`src/rtl/core/mpws_pkg.sv`:
```
// Shared types, constants and helpers for the multi-pump watering sequencer.
package mpws_pkg;

    localparam int NUM_PUMPS_DEF = 3;
    localparam int CNT_W         = 18;
    localparam int SENSOR_PUMPS  = 3;

    localparam logic [CNT_W-1:0] CNT_MAX = {CNT_W{1'b1}};
    localparam logic [6:0]       WET_THRESHOLD_RST = 7'd75;

    // Opcodes of an input word
    localparam logic OP_TICK  = 1'b0;
    localparam logic OP_START = 1'b1;

    // Kinds of a result word
    localparam logic KIND_STATUS = 1'b0;
    localparam logic KIND_POWER  = 1'b1;

    // Request status codes
    localparam logic [2:0] ST_NO_PUMP = 3'd0;
    localparam logic [2:0] ST_BUSY    = 3'd1;
    localparam logic [2:0] ST_ABSENT  = 3'd2;
    localparam logic [2:0] ST_WET     = 3'd3;
    localparam logic [2:0] ST_STARTED = 3'd4;

    typedef enum logic [1:0] {
        MODE_IDLE = 2'd0,
        MODE_RUN  = 2'd1,
        MODE_WAIT = 2'd2
    } mode_t;

    typedef struct packed {
        logic              opcode;
        logic [7:0]        pump_number;
        logic [7:0]        pause_seconds;
        logic [7:0]        water_seconds;
        logic signed [7:0] moisture_one;
        logic signed [7:0] moisture_two;
        logic signed [7:0] moisture_three;
    } in_word_t;

    typedef struct packed {
        logic       kind;
        logic [2:0] status;
        logic [1:0] cmd_pump;
        logic       power_on;
        logic       last;
    } out_word_t;

    // Shared compare unit results
    typedef struct packed {
        logic [CNT_W-1:0] cnt_inc;
        logic             reached;
        logic             absent;
        logic             dry;
    } alu_res_t;

    // Sequencer to output stage
    typedef struct packed {
        logic push;
        logic flush;
    } ob_ctrl_t;

    // Output stage to sequencer
    typedef struct packed {
        logic push_ready;
        logic flush_done;
    } ob_stat_t;

    // Seconds to milliseconds: s*1000 = s*1024 - s*16 - s*8
    function automatic logic [CNT_W-1:0] sec_to_ms(input logic [7:0] s);
        logic [CNT_W-1:0] se;
        se = CNT_W'(s);
        return (se << 10) - (se << 4) - (se << 3);
    endfunction

    function automatic out_word_t mk_status(input logic [2:0] st);
        out_word_t w;
        w.kind     = KIND_STATUS;
        w.status   = st;
        w.cmd_pump = 2'd0;
        w.power_on = 1'b0;
        w.last     = 1'b0;
        return w;
    endfunction

    function automatic out_word_t mk_power(input logic [1:0] pump, input logic on);
        out_word_t w;
        w.kind     = KIND_POWER;
        w.status   = ST_NO_PUMP;
        w.cmd_pump = pump;
        w.power_on = on;
        w.last     = 1'b0;
        return w;
    endfunction

endpackage

```
`src/rtl/core/mpws_alu.sv`:
```
// Shared counter and sensor compare unit, used once per sequencer step.
module mpws_alu
    import mpws_pkg::*;
(
    input  logic [CNT_W-1:0] cnt,
    input  logic [CNT_W-1:0] limit,
    input  logic signed [7:0] moisture,
    input  logic [6:0]       threshold,
    output alu_res_t         res
);

    always_comb
    begin
        // saturate at the counter ceiling
        res.cnt_inc = (cnt == CNT_MAX) ? cnt : cnt + CNT_W'(1);
        res.reached = (res.cnt_inc >= limit);
        res.absent  = moisture[7];
        res.dry     = !moisture[7] && (moisture[6:0] < threshold);
    end

endmodule

```
`src/rtl/core/mpws_out_stage.sv`:
```
// Output stage: one pending word plus an output register, marks the last word.
module mpws_out_stage
    import mpws_pkg::*;
(
    input  logic      clk,
    input  logic      rst_n,
    input  ob_ctrl_t  ctrl,
    input  out_word_t push_word,
    output ob_stat_t  stat,
    output logic      out_valid,
    input  logic      out_ready,
    output out_word_t out_data
);

    logic      pend_valid_reg, pend_valid_next;
    out_word_t pend_reg, pend_next;
    logic      out_valid_reg, out_valid_next;
    out_word_t out_reg, out_next;
    logic      out_free;

    assign out_free  = !out_valid_reg || out_ready;
    assign out_valid = out_valid_reg;
    assign out_data  = out_reg;

    always_comb
    begin
        pend_valid_next = pend_valid_reg;
        pend_next       = pend_reg;
        out_valid_next  = out_valid_reg && !out_ready;
        out_next        = out_reg;
        stat.push_ready = !pend_valid_reg || out_free;
        stat.flush_done = !pend_valid_reg || out_free;

        if (ctrl.push && stat.push_ready)
        begin
            // advance the held word, hold the new one until we know what follows
            if (pend_valid_reg)
            begin
                out_next       = pend_reg;
                out_next.last  = 1'b0;
                out_valid_next = 1'b1;
            end
            pend_next       = push_word;
            pend_valid_next = 1'b1;
        end
        else if (ctrl.flush && pend_valid_reg && out_free)
        begin
            out_next        = pend_reg;
            out_next.last   = 1'b1;
            out_valid_next  = 1'b1;
            pend_valid_next = 1'b0;
        end
    end

    always_ff @(posedge clk or negedge rst_n)
    begin
        if (!rst_n)
        begin
            pend_valid_reg <= 1'b0;
            out_valid_reg  <= 1'b0;
        end
        else
        begin
            pend_valid_reg <= pend_valid_next;
            out_valid_reg  <= out_valid_next;
        end
    end

    always_ff @(posedge clk)
    begin
        pend_reg <= pend_next;
        out_reg  <= out_next;
    end

endmodule

```
`src/rtl/core/multi_pump_watering_sequencer_core.sv`:
```
// Top level of the multi-pump watering sequencer: sequencer, pump state and wiring.
//
// The block takes one input word at a time and is not ready again until every
// result word of it has been handed to the output stage. A start request runs
// through S_IDLE to accept it, S_REQ to check the pump, S_EMIT to emit the status
// (preceded by an on command when watering starts) and S_FLUSH to mark the final
// word. A millisecond tick visits the pumps one after another in S_VISIT through
// a single shared compare unit, one pump a cycle while no power command is being
// emitted; each power command is emitted in S_EMIT and the sequence is closed in
// S_FLUSH. A stalled output holds S_EMIT and S_FLUSH. The final result word of an
// input has last set; a tick that changes nothing returns no words. Moisture
// sensors exist for pumps 1 to 3 only; higher pumps read as sensor absent. The
// wet threshold is written through cfg_we and cfg_data; the user must write it
// only while the block is idle, the block itself does not enforce it.
module multi_pump_watering_sequencer_core
    import mpws_pkg::*;
#(
    parameter int NUM_PUMPS = NUM_PUMPS_DEF
)
(
    input  logic       clk,
    input  logic       rst_n,
    input  logic       in_valid,
    output logic       in_ready,
    input  in_word_t   in_data,
    output logic       out_valid,
    input  logic       out_ready,
    output out_word_t  out_data,
    input  logic       cfg_we,
    input  logic [6:0] cfg_data
);

    localparam int IDX_W = (NUM_PUMPS > 1) ? $clog2(NUM_PUMPS) : 1;

    typedef enum logic [4:0] {
        S_IDLE  = 5'b00001,
        S_REQ   = 5'b00010,
        S_VISIT = 5'b00100,
        S_EMIT  = 5'b01000,
        S_FLUSH = 5'b10000
    } state_t;

    // Sequencer registers
    state_t     state_reg, state_next;
    in_word_t   inw_reg, inw_next;
    logic [IDX_W-1:0] idx_reg, idx_next;
    out_word_t  em_a_reg, em_a_next;
    out_word_t  em_b_reg, em_b_next;
    logic [1:0] em_cnt_reg, em_cnt_next;
    logic       tail_reg, tail_next;
    logic [6:0] thr_reg;

    // Per-pump state
    mode_t            mode_reg    [NUM_PUMPS];
    logic [CNT_W-1:0] elapsed_reg [NUM_PUMPS];
    logic [CNT_W-1:0] run_reg     [NUM_PUMPS];
    logic [CNT_W-1:0] pause_reg   [NUM_PUMPS];

    // Pump state write port, one pump per cycle
    logic             wr_mode_en, wr_elapsed_en, wr_run_en, wr_pause_en;
    mode_t            wr_mode;
    logic [CNT_W-1:0] wr_elapsed, wr_run, wr_pause;

    logic [7:0]        idx_ext;
    logic              is_last_pump;
    logic [1:0]        cur_pump;
    logic              num_ok;
    mode_t             cur_mode;
    logic [CNT_W-1:0]  cur_limit;
    logic signed [7:0] cur_moist;
    alu_res_t          alu;
    ob_ctrl_t          ob_ctrl;
    ob_stat_t          ob_stat;

    assign idx_ext      = 8'(idx_reg);
    assign is_last_pump = (idx_ext == 8'(NUM_PUMPS - 1));
    assign cur_pump     = 2'(idx_ext + 8'd1);
    assign num_ok       = (inw_reg.pump_number >= 8'd1)
                       && (inw_reg.pump_number <= 8'(NUM_PUMPS));
    assign cur_mode     = mode_reg[idx_reg];
    assign cur_limit    = (cur_mode == MODE_RUN) ? run_reg[idx_reg] : pause_reg[idx_reg];

    // Pick the sensor of the pump in hand; no sensor beyond the third pump
    always_comb
    begin
        case (idx_ext)
            8'd0:    cur_moist = inw_reg.moisture_one;
            8'd1:    cur_moist = inw_reg.moisture_two;
            8'd2:    cur_moist = inw_reg.moisture_three;
            default: cur_moist = -8'sd1;
        endcase
    end

    mpws_alu u_alu (
        .cnt       (elapsed_reg[idx_reg]),
        .limit     (cur_limit),
        .moisture  (cur_moist),
        .threshold (thr_reg),
        .res       (alu)
    );

    mpws_out_stage u_out (
        .clk       (clk),
        .rst_n     (rst_n),
        .ctrl      (ob_ctrl),
        .push_word (em_a_reg),
        .stat      (ob_stat),
        .out_valid (out_valid),
        .out_ready (out_ready),
        .out_data  (out_data)
    );

    // Sequencer
    always_comb
    begin
        state_next    = state_reg;
        inw_next      = inw_reg;
        idx_next      = idx_reg;
        em_a_next     = em_a_reg;
        em_b_next     = em_b_reg;
        em_cnt_next   = em_cnt_reg;
        tail_next     = tail_reg;
        in_ready      = 1'b0;
        ob_ctrl.push  = 1'b0;
        ob_ctrl.flush = 1'b0;
        wr_mode_en    = 1'b0;
        wr_elapsed_en = 1'b0;
        wr_run_en     = 1'b0;
        wr_pause_en   = 1'b0;
        wr_mode       = MODE_IDLE;
        wr_elapsed    = '0;
        wr_run        = '0;
        wr_pause      = '0;

        unique case (state_reg)
            S_IDLE:
            begin
                in_ready = 1'b1;
                if (in_valid)
                begin
                    inw_next = in_data;
                    if (in_data.opcode == OP_START)
                    begin
                        idx_next   = IDX_W'(in_data.pump_number - 8'd1);
                        state_next = S_REQ;
                    end
                    else
                    begin
                        idx_next   = '0;
                        state_next = S_VISIT;
                    end
                end
            end

            S_REQ:
            begin
                em_cnt_next = 2'd1;
                tail_next   = 1'b1;
                state_next  = S_EMIT;
                if (!num_ok)
                    em_a_next = mk_status(ST_NO_PUMP);
                else if (cur_mode == MODE_RUN || cur_mode == MODE_WAIT)
                    em_a_next = mk_status(ST_BUSY);
                else if (alu.absent)
                    em_a_next = mk_status(ST_ABSENT);
                else if (!alu.dry)
                    em_a_next = mk_status(ST_WET);
                else
                begin
                    // switch on, then report started
                    em_a_next     = mk_power(inw_reg.pump_number[1:0], 1'b1);
                    em_b_next     = mk_status(ST_STARTED);
                    em_cnt_next   = 2'd2;
                    wr_mode_en    = 1'b1;
                    wr_mode       = MODE_RUN;
                    wr_elapsed_en = 1'b1;
                    wr_elapsed    = '0;
                    wr_run_en     = 1'b1;
                    wr_run        = sec_to_ms(inw_reg.water_seconds);
                    wr_pause_en   = 1'b1;
                    wr_pause      = sec_to_ms(inw_reg.pause_seconds);
                end
            end

            S_VISIT:
            begin
                em_cnt_next = 2'd0;
                tail_next   = is_last_pump;
                case (cur_mode)
                    MODE_RUN:
                    begin
                        wr_elapsed_en = 1'b1;
                        if (alu.reached)
                        begin
                            em_a_next   = mk_power(cur_pump, 1'b0);
                            em_b_next   = mk_power(cur_pump, 1'b0);
                            em_cnt_next = 2'd2;
                            wr_mode_en  = 1'b1;
                            wr_mode     = MODE_WAIT;
                            wr_elapsed  = '0;
                        end
                        else
                            wr_elapsed = alu.cnt_inc;
                    end
                    MODE_WAIT:
                    begin
                        wr_elapsed_en = 1'b1;
                        wr_mode_en    = alu.reached;
                        if (!alu.reached)
                            wr_elapsed = alu.cnt_inc;
                        else if (alu.dry)
                        begin
                            em_a_next   = mk_power(cur_pump, 1'b1);
                            em_cnt_next = 2'd1;
                            wr_mode     = MODE_RUN;
                        end
                        else
                        begin
                            wr_mode   = MODE_IDLE;
                            wr_run_en = 1'b1;
                        end
                    end
                    default:
                    begin
                        // idle pumps are skipped
                    end
                endcase

                if (!is_last_pump)
                    idx_next = idx_reg + IDX_W'(1);

                if (em_cnt_next != 2'd0)
                    state_next = S_EMIT;
                else if (is_last_pump)
                    state_next = S_FLUSH;
            end

            S_EMIT:
            begin
                ob_ctrl.push = 1'b1;
                if (ob_stat.push_ready)
                begin
                    em_a_next   = em_b_reg;
                    em_cnt_next = em_cnt_reg - 2'd1;
                    if (em_cnt_reg == 2'd1)
                        state_next = tail_reg ? S_FLUSH : S_VISIT;
                end
            end

            S_FLUSH:
            begin
                // release the held word with last set
                ob_ctrl.flush = 1'b1;
                if (ob_stat.flush_done)
                    state_next = S_IDLE;
            end

            default:
            begin
                state_next = S_IDLE;
            end
        endcase
    end

    always_ff @(posedge clk or negedge rst_n)
    begin
        if (!rst_n)
        begin
            state_reg  <= S_IDLE;
            em_cnt_reg <= 2'd0;
            tail_reg   <= 1'b0;
            idx_reg    <= '0;
            thr_reg    <= WET_THRESHOLD_RST;
        end
        else
        begin
            state_reg  <= state_next;
            em_cnt_reg <= em_cnt_next;
            tail_reg   <= tail_next;
            idx_reg    <= idx_next;
            if (cfg_we)
                thr_reg <= cfg_data;
        end
    end

    always_ff @(posedge clk)
    begin
        inw_reg  <= inw_next;
        em_a_reg <= em_a_next;
        em_b_reg <= em_b_next;
    end

    // Pump state: idle with zeroed counters out of reset
    always_ff @(posedge clk or negedge rst_n)
    begin
        if (!rst_n)
        begin
            for (int i = 0; i < NUM_PUMPS; i++)
            begin
                mode_reg[i]    <= MODE_IDLE;
                elapsed_reg[i] <= '0;
                run_reg[i]     <= '0;
                pause_reg[i]   <= '0;
            end
        end
        else
        begin
            if (wr_mode_en)
                mode_reg[idx_reg] <= wr_mode;
            if (wr_elapsed_en)
                elapsed_reg[idx_reg] <= wr_elapsed;
            if (wr_run_en)
                run_reg[idx_reg] <= wr_run;
            if (wr_pause_en)
                pause_reg[idx_reg] <= wr_pause;
        end
    end

endmodule

```
`config.mk`:
```
export PLATFORM = sky130hd
export DESIGN_NAME = multi_pump_watering_sequencer_core
export DESIGN_NICKNAME = d
export VERILOG_FILES = /design/src/rtl/core/mpws_pkg.sv /design/src/rtl/core/mpws_alu.sv /design/src/rtl/core/mpws_out_stage.sv /design/src/rtl/core/multi_pump_watering_sequencer_core.sv
export SDC_FILE = /design/constraint.sdc
export NUM_CORES = 1
export LEC_CHECK = 0
export ABC_AREA = 0
export ABC_CLOCK_PERIOD_IN_PS = 13600
export CAP_MARGIN = 20
export CORE_MARGIN = 2
export CORE_UTILIZATION = 65
export CTS_CLUSTER_DIAMETER = 200
export DETAILED_ROUTE_END_ITERATION = 16
export DONT_BUFFER_PORTS = 1
export GPL_TIMING_DRIVEN = 0
export PLACE_DENSITY = 0.93
export SLEW_MARGIN = 25
export SYNTH_ARGS = -nofsm -noshare
export SYNTH_HDL_FRONTEND = slang
export SYNTH_SLANG_ARGS = --single-unit
```
`constraint.sdc`:
```
create_clock -name clk -period 13.6 [get_ports clk]
set_input_delay 1.36 -clock clk [delete_from_list [all_inputs] [get_ports clk]]
set_output_delay 1.36 -clock clk [all_outputs]
set_load 0.005 [all_outputs]
```
==> summary.md, run 1 <==
| Metric | Value |
|---|---|
| Critical path data required time | between 10 and 15 ns |
| Post-CTS Setup Inserts | 0 |
| Clock sink count | between 200 and 250 |
| Psw | about 950 uW |
| Cts repair resizes | 0 |
| Final hold violations | 0 |
| Clock latency on the worst-skew pair | ~0.53 ns |
| Max-slew violations | 0 |
| Critical path buffers and inverters | 7 |
| Critical path's slowest cell | clkbuf_1 |
| Largest register FFs | 54 |
| DRT iter0 DRCs | ~1200 |
| Final WL | ~33000 um |
| Largest net degree at the start of global routing | 170 |
| Synth area leaders | dfrtp_1 (32%), edfxtp_1 (17%), ha_1 (6.4%) |
| Tot Pwr | around 2500 uW |
| Arrival @ worst endpoint | 7.80 ns |
| WHS Endpoint | u_out.out_data[1]$_DFFE_PP_ |
| Root buffer cell | clkbuf_16 |
| Flop2flop setup slack | 6.25 ns |
| Layout Nets | ~1300 |
| Share of the synthesized area in the top cell type | between 30 and 40% |
| GRT overflow | 0 |
| Worst hold path cell count | 0 |
| RSZ-0062 raised after global routing | false |
| Die Y | about 140 um |
| Rel. slew slack | between 30% and 40% |
| Clock Power Share | ~30% |
| Type of the worst setup path | reg -> reg |
| Vias | between 9000 and 10000 |
| Share of post-route cells with drive strength above 1 | between 10 and 15% |
| Core Region | 19300 um2 |
| Gate power share | a little over a third |
| VDD IR-drop max | about 140 uV |
| Multi-input combinational cell area | around 5800 um2 |
| Sequential share of power | between 30% and 40% |
| Worst-path cell chain | clkbuf_1 -> buf_2 -> buf_2 -> clkbuf_1 -> nor2_1 -> a21oi_1 -> ha_1 -> clkbuf_1 -> clkbuf_1 -> mux4_2 -> a22oi_1 -> ha_1 -> a21o_1 -> a21o_1 -> a21oi_1 -> o211a_1 -> nor3b_1 -> o21ai_1 -> clkbuf_1 -> a22o_1 |
| Final instance area | around 14000 um2 |
| Clock-pin slew on the worst setup and hold paths | around 0.060 ns |
| Max Cap Viol | 0 |
| Ant. Diodes | 0 |
| Pre-antenna DRT Iters | 6 |
| Hold wc startpoint | u_out.pend_reg[1]$_DFFE_PP_ |
| Avg Inst Size Synth | ~11 um2 |
| Startpoint Class | flip-flop |
| Reg2reg end | run_reg[51]$_DFFE_PN0P_ |
| Worst Hold Class | reg -> reg |
| Final setup TNS | 0 ns |
| Starting Density | 66.0% |
| Sequential element share of the synthesized area | roughly 51% |
| Final Wtd Congestion | ~0.94 |
| Final Core Density | approximately 72% |
| Clk buf depth | 3 |
| Status | finished clean |
| Post-Syn Instances | ~1100 |
| HPWL after detailed placement | between 20000 and 25000 um |
| Avg WL per Cell | ~23 um |
| Cell variety after synth | 73 |
| Worst Max-Slew Pin Slew | around 0.94 ns |
| Final period util | about 54% |
| Synthesized flop and latch total | roughly 240 |
| Die width | between 100 and 150 um |
| Largest fanout on the critical path | 10 |
| Fillers | about 1200 |
| Htree depth | 1 |
| Reg-to-reg startpoint | idx_reg[1]$_DFFE_PN0P_ |
| Top cells by count, synth | dfrtp_1 (164), nand2_1 (90), edfxtp_1 (74) |
| Count leader, synth | dfrtp_1 |
| Placed cell area | 13100 um2 |
| Drc violations | 0 |
| Power Internal | approximately 1600 uW |
| Worst Reg-to-Reg Cells | 20 |
| Switching share of power | between 30% and 40% |
| Mapped Nets | approximately 1300 |
| First-pass GRT wire length | approximately 52000 um |
| Post-CTS Hold Buffers | 0 |
| CTS tree | done |
| Vias in the first global route | around 10000 |
| Synth Flop Type | dfrtp_1 |
| Cell Area, Synth | around 13000 um2 |
| Port Buffer Count | 0 |
| CP most frequent cell | clkbuf_1 |
| FF+latch area | around 6500 um2 |
| Async set or reset register ratio after synthesis | a little over two thirds |
| Min cycle time layout | around 7.4 ns |
| Delay-heaviest family, CP | buffers and inverters |
| Yosys top cell by area | dfrtp_1 |
| # IOs | 71 |
| Number of vias per cell | 6.91 |
| Power per cell area | ~180 nW/um2 |
| GRT Total Usage | between 30% and 40% |
| DIE AREA | 20800 um2 |
| Placed cell count | ~1400 |
| Post-synth EDFFs | 74 |
| Rows | 51 |
| FMAX | ~0.14 GHz |
| Layout Skew | between 0.01 and 0.015 ns |
| Initial antenna violation count | 0 |
| Crit end category | flip-flop |
| Non-filler instance count after layout | 1439 |
| Synth warnings | 0 |
| Leak | approximately 0.0061 uW |
| Layout overhead on the synthesized area | 9.79% |
| Total CTS buffers | 25 |
| ANT nets after route | 0 |
| Setup violations, final | 0 |
| Crit path largest cell delay | between 0.6 and 0.7 ns |
## worst reg2reg max path: stages (launching register included)
cell and delay, ns:
dfrtp_1 0.51, clkbuf_1 0.37, buf_2 0.34, buf_2 0.42
clkbuf_1 0.67, nor2_1 0.13, a21oi_1 0.20, ha_1 0.18
clkbuf_1 0.32, clkbuf_1 0.65, mux4_2 0.42, a22oi_1 0.33
ha_1 0.31, a21o_1 0.18, a21o_1 0.16, a21oi_1 0.18
o211a_1 0.29, nor3b_1 0.12, o21ai_1 0.62, clkbuf_1 0.59
a22o_1 0.28
## layout by cell type, fill, tap and decap left out, types with 8 or more instances in the layout
cell type / n
nand2_1: 90
ha_1: 65
and2_1: 8
nor3_1: 19
nor2_1: 58
a21oi_1: 72
edfxtp_1: 74
a31oi_1: 8
mux4_2: 15
a21o_1: 15
clkbuf_16: 25
clkbuf_1: 46
a22oi_1: 23
a22o_1: 65
mux2i_1: 27
mux2_2: 42
dfrtp_1: 164
o211ai_1: 8
o21ai_0: 55
xnor2_1: 25
o2bb2ai_1: 27
nand4_1: 11
inv_1: 53
nand3_1: 22
## layout make-up
class / instances / area share (%)
plain buffers: 59 / 1.90
clock inverters: 19 / 2.03
clock buffers: 26 / 4.49
multi-input cells: 772 / 41.7
well taps: 265 / 2.37
flip-flops and latches: 243 / 46.1
inverters: 55 / 1.47
## worst max-delay path by stage
stage | slack (ns) | end | depth (start not counted) | from
global route | 6.01 | run_reg[45]$_DFFE_PN0P_ | 20 | idx_reg[1]$_DFFE_PN0P_
finish | 6.25 | run_reg[51]$_DFFE_PN0P_ | 20 | idx_reg[1]$_DFFE_PN0P_
floorplan | 8.33 | em_a_reg[1]$_DFFE_PP_ | 20 | idx_reg[1]$_DFFE_PN0P_
global placement | 6.72 | run_reg[52]$_DFFE_PN0P_ | 20 | idx_reg[1]$_DFFE_PN0P_
detailed placement | 6.60 | run_reg[51]$_DFFE_PN0P_ | 20 | idx_reg[1]$_DFFE_PN0P_
CTS | 6.58 | run_reg[51]$_DFFE_PN0P_ | 20 | idx_reg[1]$_DFFE_PN0P_
## metal layers
layer | routed length [um] | part of all wire (%) | vias up | GRT usage, %
met4 | 1780 | 5.5 | 0 | 14.4
met3 | 3490 | 11 | 180 | 7.91
li1 | - | - | 4301 | -
met1 | 12300 | 38 | 4692 | 41.6
met2 | 15200 | 46 | 772 | 51.8
met5 | 0 | 0 | - | 0
## power by group through the flow
stage | combinational [uW] | clock (uW) | sequential (uW)
2_1_floorplan | 627 | 0 | 894
3_3_place_gp | 814 | 0 | 907
3_5_place_dp | 840 | 0 | 908
4_1_cts | 861 | 758 | 896
5_1_grt | 954 | 792 | 905
6_report | 887 | 758 | 898
## stage by stage
step	hold WS (ns)	setup slack, ns
2_1_floorplan	0.400	8.33
3_3_place_gp	0.405	6.72
3_5_place_dp	0.405	6.60
4_1_cts	0.421	6.58
5_1_grt	0.438	6.01
6_report	0.419	6.25
## kinds of logic (layout without fill, tap and decap cells)
logic type	Yosys count	after routing	synth area share, %
buffers and inverters	114	159	3.68
AO/OA/AOI/OAI	331	331	18.2
flip-flops	243	243	50.6
AND/OR/NAND/NOR	260	260	10.2
multiplexers	85	85	8.65
XOR/XNOR	29	29	1.99
adder cells (fa/ha/maj)	67	67	6.68
Note: power is estimated with default switching activity, not from simulation.
==> inputs of run 2 (changes only) <==
ABC_AREA = 1   (was 0)
ABC_CLOCK_PERIOD_IN_PS = 6500   (was 13600)
CORE_UTILIZATION = 58   (was 65)
PLACE_DENSITY = 0.88   (was 0.93)
clock period = 6.5 ns   (was 13.6 ns; I/O delays follow)
==> summary.md, run 2 <==
| Metric | Value |
|---|---|
| Status | finished clean |
| Final WL | between 30000 and 40000 um |
| VDD IR-drop max | ~330 uV |
| Clock-pin slew on the worst setup and hold paths | roughly 0.060 ns |
| Startpoint Class | flip-flop |
| RSZ-0062 raised after global routing | false |
| Psw | about 2700 uW |
| Gate power share | 45.7% |
| Synthesized flop and latch total | between 200 and 250 |
| Synth Flop Type | dfrtp_1 |
| Sequential share of power | a little under a third |
| Sequential element share of the synthesized area | 48.8% |
| Clk buf depth | 3 |
| DRT iter0 DRCs | 1500 |
| Cell variety after synth | 45 |
| Core Region | 22500 um2 |
| Synth warnings | 0 |
| GRT overflow | 0 |
| Vias | 11500 |
| Cell Area, Synth | about 13000 um2 |
| Mapped Nets | 1759 |
| DR top layer | met4 |
| Tot Pwr | 6320 uW |
| Vias in the first global route | about 11000 |
| Type of the worst setup path | reg -> reg |
| Switching share of power | around 43% |
| Final hold violations | 0 |
| Synth area leaders | dfrtp_1 (31%), edfxtp_1 (17%), nand2_1 (15%) |
| Layout overhead on the synthesized area | 9.66% |
| Max Cap Viol | 0 |
| Number of vias per cell | just under 6 |
| Power per cell area | 435 nW/um2 |
| First-pass GRT wire length | between 50000 and 60000 um |
| Final period util | 93.5% |
| Async set or reset register ratio after synthesis | a little over two thirds |
| Worst Max-Slew Pin Slew | 0.902 ns |
| Total CTS buffers | 26 |
| Critical path data required time | around 7.0 ns |
| Root buffer cell | clkbuf_16 |
| Count leader, synth | nand2_1 |
| FMAX | approximately 0.16 GHz |
| Drc violations | 0 |
| Wl on met1 | around 14000 um |
| Avg Inst Size Synth | ~8.1 um2 |
| Top cells by count, synth | nand2_1 (514), dfrtp_1 (164), inv_1 (157) |
| Layout Nets | around 1800 |
| Leak | about 0.007 uW |
| GRT Total Usage | just under 30% |
| Yosys top cell by area | dfrtp_1 |
| Share of post-route cells with drive strength above 1 | under 10% |
| Setup violations, final | 0 |
| Die width | 155 um |
| Metal3 WL | roughly 3300 um |
| Largest fanout on the critical path | 11 |
| Clock latency on the worst-skew pair | 0.55 ns |
| Avg WL per Cell | 17.9 um |
| Die Y | ~160 um |
| Initial antenna violation count | 0 |
| Commonest non-fill, non-tap cell in the layout | nand2_1 |
| Layout Skew | roughly 0.031 ns |
| DIE AREA | between 20000 and 25000 um2 |
| Post-Syn Instances | 1631 |
| Rel. slew slack | 39.9% |
| CTS tree | done |
| Starting Density | 58.9% |
| Crit end category | flip-flop |
| Commonest non-fill, non-tap cells in the layout | nand2_1 (514), dfrtp_1 (164), inv_1 (157) |
| Clock sink count | about 240 |
| Post-CTS Setup Inserts | 0 |
| Port Buffer Count | 0 |
| Final Wtd Congestion | roughly 0.95 |
| Share of the synthesized area in the top cell type | just over 30% |
| Arrival @ worst endpoint | ~6.6 ns |
| Worst Hold Class | in -> async |
| Largest register FFs | 54 |
| # IOs | 71 |
| Rows | 55 |
| Ant. Diodes | 0 |
| Clock Power Share | a little under a quarter |
| Max-slew violations | 0 |
| Htree depth | 1 |
| ANT nets after route | 0 |
| Non-filler instance count after layout | approximately 2000 |
| Met2 wire length | about 16000 um |
| Largest net degree at the start of global routing | between 150 and 200 |
| HPWL after detailed placement | roughly 25000 um |
| Pre-antenna DRT Iters | 6 |
| Placed cell count | 1917 |
| Min cycle time layout | a little over 6 ns |
| Post-synth EDFFs | 74 |
| Power Internal | 3580 uW |
| Final setup TNS | 0 ns |
[run 2: cell families (layout without fill, tap and decap cells)]
kind of cell,after synthesis,after routing,share of synthesized area (%)
mux,1,1,0.0850
compound gates,262,262,10.9
simple gates,798,798,24.7
xor+xnor,36,36,2.38
buf+inv,224,275,6.72
flops,243,243,48.8
fa+ha+maj,67,67,6.44
[run 2: power by group through the flow]
stage	combinational, uW	clock [uW]	sequential, uW
5_1_grt	3190	1540	1990
4_1_cts	2810	1480	1960
3_5_place_dp	2750	0	1990
3_3_place_gp	2660	0	1990
6_report	2890	1470	1960
2_1_floorplan	2000	0	1960
[run 2: repair_timing]
item	4_1_cts	5_1_grt
hold buffers	2	0
gates resized for setup	0	0
hold endpoints to repair	166	0
[run 2: final cells by class]
| class | instances | area, um2 |
|---|---|---|
| clock buffer | 35 | 716 |
| timing repair buffer | 3 | 57.6 |
| buffer | 61 | 278 |
| sequential | 243 | 6460 |
| multi-input combinational | 1164 | 5910 |
| fill | 1800 | 7980 |
| clock inverter | 13 | 131 |
| tap | 285 | 357 |
| inverter | 163 | 612 |
[run 2: worst paths after layout]
check,start,to,slack (ns),cells past startpoint
worst min-delay path,rst_n,pause_reg[48]$_DFFE_PN0P_,0.11,1
worst max-delay path,idx_reg[1]$_DFFE_PN0P_,run_reg[16]$_DFFE_PN0P_,0.43,25
worst max register to register,idx_reg[1]$_DFFE_PN0P_,run_reg[16]$_DFFE_PN0P_,0.43,25
worst min register to register,em_a_reg[4]$_SDFFCE_PP0P_,u_out.pend_reg[4]$_DFFE_PP_,0.42,0
min in group clk,cfg_we,thr_reg[1]$_DFFE_PN1P_,0.18,1
max in group asynchronous,rst_n,state_reg[0]$_DFFE_PN1P_,5.62,1
[run 2: metrics by stage]
stage          hold WS (ns)  instance area (um2)  setup WS, ns  util (%)
3_3_place_gp          0.368                13600         0.719      60.4
3_5_place_dp          0.367                13600         0.663      60.6
2_1_floorplan         0.354                13200          2.18         -
4_1_cts               0.172                14500         0.594      64.5
6_report              0.105                14500         0.425      64.5
5_1_grt               0.186                14500        0.0846      64.5
[run 2: critical path, cell delays in order, from the launching register on]
cell and delay [ns]:
dfrtp_1 0.51, inv_2 0.23, buf_2 0.30, buf_2 0.33, buf_1 0.52, a32oi_1 0.27
ha_1 0.24, clkbuf_1 0.23, inv_1 0.15, clkbuf_1 0.46, clkbuf_1 0.38, nand2_1 0.14
a22oi_1 0.21, ha_1 0.28, a21oi_1 0.16, nand2_1 0.06, nand2_1 0.05, nand3_1 0.10
nand3_1 0.20, nand2_1 0.17, nand3_1 0.13, nand2_1 0.12, nand2_1 0.24, buf_2 0.32
nand2_1 0.10, nand2_1 0.10
[run 2: metal layers]
metal,track usage (%),vias up
met3,5.82,114
met1,39.1,5423
met4,11.9,0
met2,49.0,626
li1,-,5376
met5,0,-
